==> config.mk <==
export PLATFORM = sky130hd
export DESIGN_NAME = quadrature_decoder_velocity_unit
export DESIGN_NICKNAME = d
export VERILOG_FILES = /design/src/hw/rtl/qdv_pkg.sv /design/src/hw/rtl/qdv_divider.sv /design/src/hw/rtl/quadrature_decoder_velocity_unit.sv
export SDC_FILE = /design/constraint.sdc
export NUM_CORES = 1
export LEC_CHECK = 0
export BUFFER_PORTS_ARGS = -buffer_cell sky130_fd_sc_hd__buf_4
export CAP_MARGIN = 20
export CORE_ASPECT_RATIO = 1.25
export CORE_MARGIN = 2
export CORE_UTILIZATION = 36
export CTS_BUF_LIST = sky130_fd_sc_hd__clkbuf_8
export DETAILED_ROUTE_END_ITERATION = 7
export REMOVE_ABC_BUFFERS = 1
export SYNTH_ARGS = -nofsm -noshare
export SYNTH_HDL_FRONTEND = slang
export SYNTH_SLANG_ARGS = --single-unit
==> constraint.sdc <==
create_clock -name clk -period 4.3 [get_ports clk]
set_input_delay 0.645 -clock clk [delete_from_list [all_inputs] [get_ports clk]]
set_output_delay 0.645 -clock clk [all_outputs]
set_load 0.1 [all_outputs]
==> src/hw/rtl/qdv_pkg.sv <==
`timescale 1ns / 1ps
`default_nettype none
// ----------------------------------------------------------------------------
// qdv_pkg
// Shared types, codes and tables for the quadrature decoder velocity unit.
// ----------------------------------------------------------------------------
package qdv_pkg;

  // field and register widths
  localparam int RATE_W    = 14;
  localparam int TIMEOUT_W = 16;
  localparam int LIMIT_W   = 14;
  localparam int SPEED_W   = 14;
  localparam int VEL_W     = 15;
  localparam int PHASE_W   = 2;
  localparam int IN_DATA_W  = 8;
  localparam int OUT_DATA_W = 24;
  localparam int PADDR_W   = 4;
  localparam int PDATA_W   = 32;

  // quotient of a RATE_W-bit numerator never needs more than RATE_W bits
  localparam int QUO_W  = RATE_W;
  localparam int STEP_W = $clog2(QUO_W + 1);

  // register reset values
  localparam logic [RATE_W-1:0]    TICK_RATE_RST    = 14'd1000;
  localparam logic [TIMEOUT_W-1:0] STOP_TIMEOUT_RST = 16'd500;
  localparam logic [LIMIT_W-1:0]   SLOW_LIMIT_RST   = 14'd15;
  localparam logic [LIMIT_W-1:0]   FAST_LIMIT_RST   = 14'd50;

  // legal Gray-code moves, indexed by {stored phase, sampled phase}
  localparam logic [15:0] LEGAL_MOVE = 16'h6996;

  // moves out of phase 3 that close a speed measurement
  localparam logic [3:0] KEY_3_TO_1 = 4'd13;
  localparam logic [3:0] KEY_3_TO_2 = 4'd14;

  typedef enum logic [1:0] {
    REG_TICK_RATE    = 2'd0,
    REG_STOP_TIMEOUT = 2'd1,
    REG_SLOW_LIMIT   = 2'd2,
    REG_FAST_LIMIT   = 2'd3
  } reg_idx_t;

  typedef enum logic [1:0] {
    DIR_NONE = 2'd0,
    DIR_CW   = 2'd1,
    DIR_CCW  = 2'd2
  } dir_t;

  typedef enum logic [1:0] {
    CLS_STOPPED = 2'd0,
    CLS_SLOW    = 2'd1,
    CLS_MEDIUM  = 2'd2,
    CLS_FAST    = 2'd3
  } speed_cls_t;

  // clockwise order 3,1,0,2; counterclockwise 3,2,0,1
  function automatic dir_t turn_dir(input logic [PHASE_W-1:0] prev,
                                    input logic [PHASE_W-1:0] cur);
    logic [3:0] pair;
    dir_t       d;
    pair = {prev, cur};
    unique case (pair)
      4'd11, 4'd13, 4'd4, 4'd2: d = DIR_CW;
      4'd7,  4'd14, 4'd8, 4'd1: d = DIR_CCW;
      default:                  d = DIR_NONE;
    endcase
    return d;
  endfunction

endpackage
`default_nettype wire

==> src/hw/rtl/qdv_divider.sv <==
`timescale 1ns / 1ps
`default_nettype none
// ----------------------------------------------------------------------------
// qdv_divider
// Bit-serial restoring divider, one quotient bit per cycle.
// ----------------------------------------------------------------------------
module qdv_divider #(
  parameter int DIVISOR_W = 16
) (
  input  wire logic                          clk,
  input  wire logic                          rst_n,
  input  wire logic                          start,
  input  wire logic [qdv_pkg::QUO_W-1:0]     dividend,
  input  wire logic [DIVISOR_W-1:0]          divisor,
  output logic                               done,
  output logic [qdv_pkg::QUO_W-1:0]          quotient
);

  logic                            busy_r, busy_nxt;
  logic                            done_r, done_nxt;
  logic [qdv_pkg::STEP_W-1:0]      step_r, step_nxt;
  logic [DIVISOR_W-1:0]            rem_r, rem_nxt;
  logic [DIVISOR_W-1:0]            den_r, den_nxt;
  logic [qdv_pkg::QUO_W-1:0]       quo_r, quo_nxt;
  logic [DIVISOR_W:0]              trial;
  logic [DIVISOR_W:0]              diff;
  logic                            fits;

  // shift next dividend bit into the partial remainder
  assign trial = {rem_r, quo_r[qdv_pkg::QUO_W-1]};
  assign diff  = trial - {1'b0, den_r};
  assign fits  = (trial >= {1'b0, den_r});

  always_comb begin
    busy_nxt = busy_r;
    done_nxt = 1'b0;
    step_nxt = step_r;
    rem_nxt  = rem_r;
    den_nxt  = den_r;
    quo_nxt  = quo_r;
    if (start) begin
      busy_nxt = 1'b1;
      step_nxt = '0;
      rem_nxt  = '0;
      den_nxt  = divisor;
      quo_nxt  = dividend;
    end else if (busy_r) begin
      rem_nxt  = fits ? diff[DIVISOR_W-1:0] : trial[DIVISOR_W-1:0];
      quo_nxt  = {quo_r[qdv_pkg::QUO_W-2:0], fits};
      step_nxt = step_r + qdv_pkg::STEP_W'(1);
      if (step_r == qdv_pkg::STEP_W'(qdv_pkg::QUO_W - 1)) begin
        busy_nxt = 1'b0;
        done_nxt = 1'b1;
      end
    end
  end

  always_ff @(posedge clk) begin
    if (!rst_n) begin
      busy_r <= 1'b0;
      done_r <= 1'b0;
      step_r <= '0;
    end else begin
      busy_r <= busy_nxt;
      done_r <= done_nxt;
      step_r <= step_nxt;
    end
    rem_r <= rem_nxt;
    den_r <= den_nxt;
    quo_r <= quo_nxt;
  end

  assign done     = done_r;
  assign quotient = quo_r;

endmodule
`default_nettype wire

==> src/hw/rtl/quadrature_decoder_velocity_unit.sv <==
`timescale 1ns / 1ps
`default_nettype none
// ----------------------------------------------------------------------------
// quadrature_decoder_velocity_unit
// Quadrature encoder decoder with tick-count velocity estimate.
// ----------------------------------------------------------------------------
// Each input item is one timer tick carrying the sampled A/B phase; each tick
// gives exactly one result item (phase, direction, signed velocity, speed
// class). A tick with a legal move out of phase 3 runs a bit-serial divide of
// tick_rate by the tick count, one quotient bit per cycle, before its result
// is built; any other tick goes from acceptance straight to the output state.
// No new tick is taken until the result is loaded into the output register.
// A finished result sits there, so the next tick is accepted while it waits.
// Registers (APB, byte address 4*i): 0 tick_rate, 1 stop_timeout,
// 2 slow_limit, 3 fast_limit. Write them only while the block is idle.
// ----------------------------------------------------------------------------
module quadrature_decoder_velocity_unit #(
  parameter int COUNT_WIDTH = 16
) (
  input  wire logic                              clk,
  input  wire logic                              rst_n,
  // input items
  input  wire logic                              in_tvalid,
  output logic                                   in_tready,
  input  wire logic [qdv_pkg::IN_DATA_W-1:0]     in_tdata,   // [1:0] encoder_bits
  // result items
  output logic                                   out_tvalid,
  input  wire logic                              out_tready,
  output logic [qdv_pkg::OUT_DATA_W-1:0]         out_tdata,  // [1:0] phase,
                                                             // [3:2] direction,
                                                             // [18:4] velocity,
                                                             // [20:19] speed_class
  // configuration
  input  wire logic                              cfg_psel,
  input  wire logic                              cfg_penable,
  input  wire logic                              cfg_pwrite,
  input  wire logic [qdv_pkg::PADDR_W-1:0]       cfg_paddr,
  input  wire logic [qdv_pkg::PDATA_W-1:0]       cfg_pwdata,
  output logic [qdv_pkg::PDATA_W-1:0]            cfg_prdata,
  output logic                                   cfg_pready
);

  localparam int CmpW = (COUNT_WIDTH > qdv_pkg::TIMEOUT_W) ? COUNT_WIDTH
                                                           : qdv_pkg::TIMEOUT_W;

  typedef enum logic [1:0] {
    S_IDLE,
    S_DIV,
    S_OUT
  } state_t;

  // config registers
  logic [qdv_pkg::RATE_W-1:0]    tick_rate_r;
  logic [qdv_pkg::TIMEOUT_W-1:0] stop_timeout_r;
  logic [qdv_pkg::LIMIT_W-1:0]   slow_limit_r;
  logic [qdv_pkg::LIMIT_W-1:0]   fast_limit_r;
  logic                          cfg_wr;
  qdv_pkg::reg_idx_t             cfg_idx;

  // decoder state
  state_t                        state_r, state_nxt;
  logic [qdv_pkg::PHASE_W-1:0]   cur_r, cur_nxt;
  logic [qdv_pkg::PHASE_W-1:0]   prev_r, prev_nxt;
  logic [COUNT_WIDTH-1:0]        cnt_r, cnt_nxt;
  logic [qdv_pkg::SPEED_W-1:0]   speed_r, speed_nxt;
  logic                          out_valid_r, out_valid_nxt;
  logic [qdv_pkg::OUT_DATA_W-1:0] out_data_r, out_data_nxt;

  // per-tick working signals
  logic                          in_acc;
  logic [qdv_pkg::PHASE_W-1:0]   sample;
  logic [3:0]                    key;
  logic [COUNT_WIDTH-1:0]        cnt_inc;
  logic                          legal;
  logic                          div_start;
  logic                          div_done;
  logic [qdv_pkg::QUO_W-1:0]     div_quo;

  // result assembly
  qdv_pkg::dir_t                 dir;
  logic [qdv_pkg::SPEED_W-1:0]   mag;
  logic [qdv_pkg::VEL_W-1:0]     vel;
  qdv_pkg::speed_cls_t           cls;
  logic                          out_load;

  // ---------------------------------------------------------------- config
  assign cfg_pready = 1'b1;
  assign cfg_wr     = cfg_psel && cfg_penable && cfg_pwrite && cfg_pready;
  assign cfg_idx    = qdv_pkg::reg_idx_t'(cfg_paddr[qdv_pkg::PADDR_W-1:2]);

  always_ff @(posedge clk) begin
    if (!rst_n) begin
      tick_rate_r    <= qdv_pkg::TICK_RATE_RST;
      stop_timeout_r <= qdv_pkg::STOP_TIMEOUT_RST;
      slow_limit_r   <= qdv_pkg::SLOW_LIMIT_RST;
      fast_limit_r   <= qdv_pkg::FAST_LIMIT_RST;
    end else if (cfg_wr) begin
      unique case (cfg_idx)
        qdv_pkg::REG_TICK_RATE:    tick_rate_r    <= cfg_pwdata[qdv_pkg::RATE_W-1:0];
        qdv_pkg::REG_STOP_TIMEOUT: stop_timeout_r <= cfg_pwdata[qdv_pkg::TIMEOUT_W-1:0];
        qdv_pkg::REG_SLOW_LIMIT:   slow_limit_r   <= cfg_pwdata[qdv_pkg::LIMIT_W-1:0];
        qdv_pkg::REG_FAST_LIMIT:   fast_limit_r   <= cfg_pwdata[qdv_pkg::LIMIT_W-1:0];
      endcase
    end
  end

  always_comb begin
    unique case (cfg_idx)
      qdv_pkg::REG_TICK_RATE:    cfg_prdata = qdv_pkg::PDATA_W'(tick_rate_r);
      qdv_pkg::REG_STOP_TIMEOUT: cfg_prdata = qdv_pkg::PDATA_W'(stop_timeout_r);
      qdv_pkg::REG_SLOW_LIMIT:   cfg_prdata = qdv_pkg::PDATA_W'(slow_limit_r);
      qdv_pkg::REG_FAST_LIMIT:   cfg_prdata = qdv_pkg::PDATA_W'(fast_limit_r);
    endcase
  end

  // ---------------------------------------------------------- tick decode
  assign in_tready = (state_r == S_IDLE);
  assign in_acc    = in_tvalid && in_tready;
  assign sample    = in_tdata[qdv_pkg::PHASE_W-1:0];
  assign key       = {cur_r, sample};
  assign legal     = qdv_pkg::LEGAL_MOVE[key];
  // counter sticks at all-ones
  assign cnt_inc   = (cnt_r == {COUNT_WIDTH{1'b1}}) ? cnt_r
                                                    : cnt_r + COUNT_WIDTH'(1);
  // cnt_inc is at least one here, so the divide never sees zero
  assign div_start = in_acc && legal &&
                     (key == qdv_pkg::KEY_3_TO_1 || key == qdv_pkg::KEY_3_TO_2);

  qdv_divider #(
    .DIVISOR_W (COUNT_WIDTH)
  ) u_div (
    .clk      (clk),
    .rst_n    (rst_n),
    .start    (div_start),
    .dividend (tick_rate_r),
    .divisor  (cnt_inc),
    .done     (div_done),
    .quotient (div_quo)
  );

  // --------------------------------------------------------- result build
  assign dir = qdv_pkg::turn_dir(prev_r, cur_r);
  assign mag = (dir == qdv_pkg::DIR_NONE) ? '0 : speed_r;
  assign vel = (dir == qdv_pkg::DIR_CCW) ? -{1'b0, mag} : {1'b0, mag};

  // fast wins over slow if the limits are set out of order
  always_comb begin
    priority if (mag == '0)
      cls = qdv_pkg::CLS_STOPPED;
    else if (slow_limit_r < mag && mag <= fast_limit_r)
      cls = qdv_pkg::CLS_MEDIUM;
    else if (fast_limit_r < mag)
      cls = qdv_pkg::CLS_FAST;
    else
      cls = qdv_pkg::CLS_SLOW;
  end

  assign out_load = (state_r == S_OUT) && (!out_valid_r || out_tready);

  // ------------------------------------------------------------ sequencer
  always_comb begin
    state_nxt     = state_r;
    cur_nxt       = cur_r;
    prev_nxt      = prev_r;
    cnt_nxt       = cnt_r;
    speed_nxt     = speed_r;
    out_valid_nxt = out_valid_r;
    out_data_nxt  = out_data_r;

    if (out_valid_r && out_tready)
      out_valid_nxt = 1'b0;

    unique case (state_r)
      S_IDLE: begin
        if (in_acc) begin
          cnt_nxt   = cnt_inc;
          state_nxt = S_OUT;
          if (legal) begin
            prev_nxt = cur_r;
            cur_nxt  = sample;
            if (div_start)
              state_nxt = S_DIV;
          end else if (CmpW'(cnt_inc) >= CmpW'(stop_timeout_r)) begin
            speed_nxt = '0;
          end
        end
      end
      S_DIV: begin
        if (div_done) begin
          speed_nxt = div_quo[qdv_pkg::SPEED_W-1:0];
          cnt_nxt   = '0;
          state_nxt = S_OUT;
        end
      end
      S_OUT: begin
        if (out_load) begin
          out_valid_nxt = 1'b1;
          out_data_nxt  = {3'b000, cls, vel, dir, cur_r};
          state_nxt     = S_IDLE;
        end
      end
      default: state_nxt = S_IDLE;
    endcase
  end

  always_ff @(posedge clk) begin
    if (!rst_n) begin
      state_r     <= S_IDLE;
      cur_r       <= '0;
      prev_r      <= '0;
      cnt_r       <= '0;
      speed_r     <= '0;
      out_valid_r <= 1'b0;
    end else begin
      state_r     <= state_nxt;
      cur_r       <= cur_nxt;
      prev_r      <= prev_nxt;
      cnt_r       <= cnt_nxt;
      speed_r     <= speed_nxt;
      out_valid_r <= out_valid_nxt;
    end
    out_data_r <= out_data_nxt;
  end

  assign out_tvalid = out_valid_r;
  assign out_tdata  = out_data_r;

  // ----------------------------------------------------------- assertions
  a_done_in_div: assert property (@(posedge clk) disable iff (!rst_n)
    div_done |-> state_r == S_DIV)
    else $error("divider finished outside the divide state");

  a_no_accept_in_div: assert property (@(posedge clk) disable iff (!rst_n)
    state_r == S_DIV |-> !in_tready)
    else $error("tick accepted during division");

  a_count_cleared: assert property (@(posedge clk) disable iff (!rst_n)
    div_done |=> cnt_r == '0)
    else $error("tick count not cleared after speed update");

  a_load_from_out: assert property (@(posedge clk) disable iff (!rst_n)
    $rose(out_valid_r) |-> $past(state_r) == S_OUT)
    else $error("result loaded outside the output state");

endmodule
`default_nettype wire
======== Word-level counts from Yosys, hierarchy flattened ========
Memories as Yosys holds them, arrays and structs flattened. A register that Yosys moved wholly into a read port is not among the register bits.
Index checks and enable logic that the tools add are counted.
word-level totals
  flip-flop bits (word level) ............. 168
  bits in read-only memories .............. 48
  bits of input ports ..................... 51
  output and inout port bits .............. 59
  word-level logic and storage cells ...... 111
  memories ................................ 2
memories
  name             words  bits a word  rd ports  clocked after memory_dff  wr ports  line                                     source
  (no name shown)  16     2            1         1                         0         qdv_pkg.sv:64                            unique case (pair)
  (no name shown)  16     1            1         0                         0         quadrature_decoder_velocity_unit.sv:121  assign legal = qdv_pkg::LEGAL_MOVE[key];
cells by class
  add/subtract/negate cells ............... 4
  $lt $le $gt $ge ......................... 6
  eq/ne operators ......................... 15
  muxes and demuxes ....................... 33
  bitwise logic cells ..................... 2
  reduce and logical (&&, ||, !) cells .... 29
operator list
  cell                   count
  $pmux 32 s4            1
  $mux 14                8
  $mux 16                4
  $pmux 16 s2            1
  $lt 14x14->1           2
  $pmux 14 s2            1
  $ge 17x16->1           1
  $add 16x1->16 const B  1
  $eq 16x16->1 const B   1
  $ge 16x16->1           1
  $sub 16x16->16         1
  $neg 14->15            1
  $le 14x14->1           1
  $logic_not 14->1       1
  $mux 2                 7
  $eq 4x4->1 const B     3
  $reduce_and 2->1       5
  $reduce_and 3->1       3
  $eq 2x2->1 const B     4
  $logic_and 1x1->1      8
  $mux 1                 8
  $mux 4                 2
  $logic_not 2->1        3
  $ne 2x1->1 const B     3
  12 further kinds       18

======== Longest topological paths before layout ========
  depth in word-level cells ............... 8
  depth in mapped cells ................... 14
  gate-level depth less buffers ........... 12

======== Modules after synthesis ========
From an unflattened synthesis, not the netlist that was laid out.
unflattened totals
  cells, all modules ...................... 1097
  area, all modules ....................... 10079.7 um^2
modules (own cells, without submodules)
  module                            instances  cells an instance  area each (um^2)  seq. area each (um^2)
  quadrature_decoder_velocity_unit  1          808                7110.6            2572.5
  qdv_divider                       1          289                2969.1            1341.3

======== Least setup slack after synthesis ========
Ideal clock, no wire load.
  path type ............................... input -> output
  from .................................... in cfg_paddr[3] (netlist bit)
  to ...................................... out cfg_prdata[14] (netlist bit)
  data arrival time ....................... 3.389 ns
  required time ........................... 3.655 ns
  setup slack ............................. 0.266 ns
  stages .................................. 3
  buffers on the path ..................... 2
  path through ............................ buf_1 clkbuf_1 nor3b_1
on the way
  cells in the longest elaborated chain, start to end .. 2
  elaborated cells between the ends (all ways) .. 5
  classes of those cells .................. 3 x eq/ne; 1 x mux; 1 x reduce/logical
ends and longest elaborated chain
  what                                line                                     source
  start, declared                     quadrature_decoder_velocity_unit.sv:37   input wire logic [qdv_pkg::PADDR_W-1:0] cfg_paddr,
  $eq 2x2->1 (tied with other cells)  quadrature_decoder_velocity_unit.sv:108  unique case (cfg_idx)
  $pmux 32 s4 (*)                     quadrature_decoder_velocity_unit.sv:108
  end, declared                       quadrature_decoder_velocity_unit.sv:39   output logic [qdv_pkg::PDATA_W-1:0] cfg_prdata,
Mark *: on every way between the ends. The rest lies on a longest branch, timed or not. The select of a mux whose other input is x is not followed.

======== Worst setup path in the final report ========
  from .................................... reg cnt_r[0]
  to ...................................... reg speed_r[7] (netlist bit)
on the way
  cells in the longest elaborated chain, start to end .. 5
  elaborated cells between the ends (all ways) .. 6
  classes of those cells .................. 1 x add/sub; 1 x order compare; 2 x eq/ne; 1 x mux; 1 x reduce/logical
ends and longest elaborated chain
  what                                           line                                                                              source
  start, declared                                quadrature_decoder_velocity_unit.sv:64                                            logic [COUNT_WIDTH-1:0] cnt_r, cnt_nxt;
  start signal, assigned                         quadrature_decoder_velocity_unit.sv:218                                           cnt_r <= cnt_nxt;
  $add 16x1->16 or $eq 16x16->1 (tied branches)  quadrature_decoder_velocity_unit.sv:124, quadrature_decoder_velocity_unit.sv:123
  $mux 16 (*)                                    quadrature_decoder_velocity_unit.sv:123                                           assign cnt_inc = (cnt_r == {COUNT_WIDTH{1'b1}}) ? cnt_r
  $ge 16x16->1 (*)                               quadrature_decoder_velocity_unit.sv:183                                           end else if (CmpW'(cnt_inc) >= CmpW'(stop_timeout_r)) begin
  $ne 2x1->1 (no line) (*)                       -
  $reduce_and 5->1 (no line) (*)                 -
  end signal, assigned                           quadrature_decoder_velocity_unit.sv:219                                           speed_r <= speed_nxt;
  end, declared                                  quadrature_decoder_velocity_unit.sv:65                                            logic [qdv_pkg::SPEED_W-1:0] speed_r, speed_nxt;
Mark *: on every way between the ends. The rest lies on a longest branch, timed or not.
A chain may end at the register's enable or synchronous reset.

==> impl_results.md <==
* Outcome: finished clean
* Cell mode on critical path: ha_1
* # diodes at 0
* Port bufs at 65
* EDFF count, synth at 51
* Maxcap violations at 0
* Post-synth top flop: dfxtp_1
* HPWL Detailed at 18.29 mm
* Yosys warning count at 0
* Drt drc at 0
* Final setup fails at 0
* Min Tclk post-route at 3.339 ns
* Synth top area cells: dfxtp_1, edfxtp_1, nand2_1
* Root Driver: clkbuf_8
* Hold Fails Final Rpt at 0
* Register share of total power at 45.1%
* Max incr delay on CP at 0.56 ns
* Tcrit/Tclk final at 77.66%
* IO Count at 110
* GPL Wtd Cong at 0.8754
* Mapped Cells at 1,110
* Vias in the first global route at 7,487
* Async SR Flop Fraction at 0%
* Largest area contributor in the netlist: dfxtp_1
* Logic pwr share at 26.3%
* CTS tree: built
* Crit path max-delay family: simple AND/OR/NAND/NOR gates
* WP data arrival at 3.74 ns
* Clk pwr share at 28.6%
* Die width at 152.0 µm
* TNS Setup at 0 ns
* Full die area at 28,720 µm²
* Routed wire length at 25.23 mm
* Starting density of the core at 36.62%
* CTS HTree Levels at 4
* Rel. slew slack at 32.78%
* CP Cell Sequence: ha_1 > nand3_1 > nor4_4 > xor2_1 > ha_1 > nand2b_1 > a211oi_1 > o211ai_1 > nand2_1 > a31o_1 > buf_4 > mux2i_1
* Initial DRC Count at 468
* Total congestion overflow at 0
* Pwr dens at 360.7 nW/µm²
* Clock sink count at 170
* Maximum fanout along the worst path at 14
* Vias per cell at 5.267
* Final slew viol count at 0
* P_leak at 4.465 nW
* Worst slew pin tran at 1.008 ns
* Worst Hold Class: in2reg
* Clk_skew at 0.01078 ns
* Routed wire length per instance at 16.77 µm
* Syn avg cell area at 8.877 µm²
* Chip height at 189.0 µm
* Post-Syn Area at 9853 µm²
* Cts bufs inserted at 17
* Total track usage at 17.50%
* FF+latch count, synth at 170
* P_sw at 0.001360 W
* Pin count of the biggest net entering global routing at 54
* Slowest-stage cell, CP: nor4_4
* Vias at 7,922
* Clk_lat worst skew at 0.47 ns
* Worst path bufs/invs at 1
* Top cell type's share of synthesized area at 24.18%
* CP Capture Type: register
* RSZ-0062 raised after global routing: no
* Commonest non-fill, non-tap cells in the layout: nand2_1, dfxtp_1, buf_4
* # rows at 67
* Synth cell types at 75
* Peak supply drop at 0.0002574 V
* ANT nets after route at 0
* Initial antenna violation count at 0
* Crit path required time at 4.70 ns
* Seq/Total Area, Yosys at 39.72%
* Nets at 1,263
* Sw Share at 34.66%
* Commonest non-fill, non-tap cell in the layout: nand2_1
* Area delta synth->final at 10.44%
* Drt pass-1 iters at 5
* Resized cells post-CTS at 0
* Postcts setup bufs at 0
* Core area at 26,910 µm²
* FMAX at 299.5 MHz
* Clk slew on worst S/H paths at 0.10 ns
* Layout cell share with drive strength beyond 1 at 12.60%
* Pint at 0.002565 W
* Crit start category: register
* Global-route wire length before repair at 40.12 mm
* Clock tree buffer depth at 2
* Worst hold slack at 0.4176 ns
* Worst Path Class, Setup: reg2reg
* Hold-fix buffers, CTS at 0
[power groups by stage]
stage	clock network [W]	registers (W)	logic (W)
floorplan	0	0.00186	0.000745
global route	0.00122	0.00178	0.00113
finish	0.00112	0.00177	0.00103
global placement	0	0.00181	0.00102
detailed placement	0	0.00181	0.00103
CTS	0.00115	0.00177	0.00103
[cell usage after synthesis (13+ instances only)]
master and number:
nand2_1 237, dfxtp_1 119, ha_1 65, o21ai_0 55, edfxtp_1 51, inv_1 50
nor2_1 47, a21oi_1 42, a21boi_0 41, nand3_1 38, clkbuf_1 36, mux2i_1 26
buf_4 23, a21o_1 18, nor3_1 17, xnor2_1 16, o211ai_1 15, mux4_2 14
xor2_1 14, o31ai_1 13
[cell type report]
cell class	count	area, µm²
multi-input cells	829	5388
inverters	51	191.4
clock buffers	17	234.0
flip-flops and latches	170	3914
well taps	345	431.7
clock inverters	15	145.1
repair buffers	77	578.1
fillers	2685	16030
[worst min-delay path: stages]
cell	delay, ns
buf_4	0.10
nand2_1	0.05
nand3_1	0.06
[registers in the layout, indices dropped and copies added, names as in the netlist]
| name | cells |
|---|---|
| u_div.done | 1 |
| state_r | 2 |
| u_div.quotient | 14 |
| u_div.busy_r | 1 |
| speed_r | 14 |
| stop_timeout_r | 16 |
| cur_r | 2 |
| u_div.den_r | 16 |
| out_tdata | 21 |
| prev_r | 2 |
| u_div.rem_r | 16 |
| fast_limit_r | 14 |
| tick_rate_r | 14 |
| cnt_r | 16 |
| out_tvalid | 1 |
| dir | 2 |
| u_div.step_r | 4 |
| slow_limit_r | 14 |
[kinds of logic after synthesis]
logic type / share of synthesized area, %
simple gates: 18.79
compound gates: 17.55
flops: 39.72
buf+inv: 6.362
fa+ha+maj: 8.457
mux: 6.375
xor+xnor: 2.667
other cells: 0.07622
[per-layer routing]
metal	global-route usage, %	share of wire [%]	vias up
met4	6.362	2.3	0
li1	-	-	3966
met3	3.067	4.7	27
met5	0	0	-
met2	28.64	47	193
met1	23.27	46	3736
[final timing paths]
kind	cells past startpoint	slack, ns	startpoint	end
worst max-delay path	12	0.96	cnt_r[0]	speed_r[7]
worst min-delay path	3	0.42	cfg_pwdata[4]	fast_limit_r[4]
worst max register to register	12	0.96	cnt_r[0]	speed_r[7]
worst min register to register	2	0.47	stop_timeout_r[15]	stop_timeout_r[15]
[stage by stage]
stage / utilization (%) / cells / power (W) / cell area, µm² / worst slack, ns
floorplan: - / 1050 / 0.002603 / 9485 / 0.8219
global placement: 39.03 / 1472 / 0.002826 / 10500 / 1.013
detailed placement: 39.03 / 1472 / 0.002836 / 10500 / 1.015
CTS: 40.44 / 1504 / 0.003960 / 10880 / 0.9782
global route: 40.44 / 1504 / 0.004129 / 10880 / 0.7104
finish: 40.44 / 1504 / 0.003925 / 10880 / 0.9608
(Power assumes the default switching activity.)
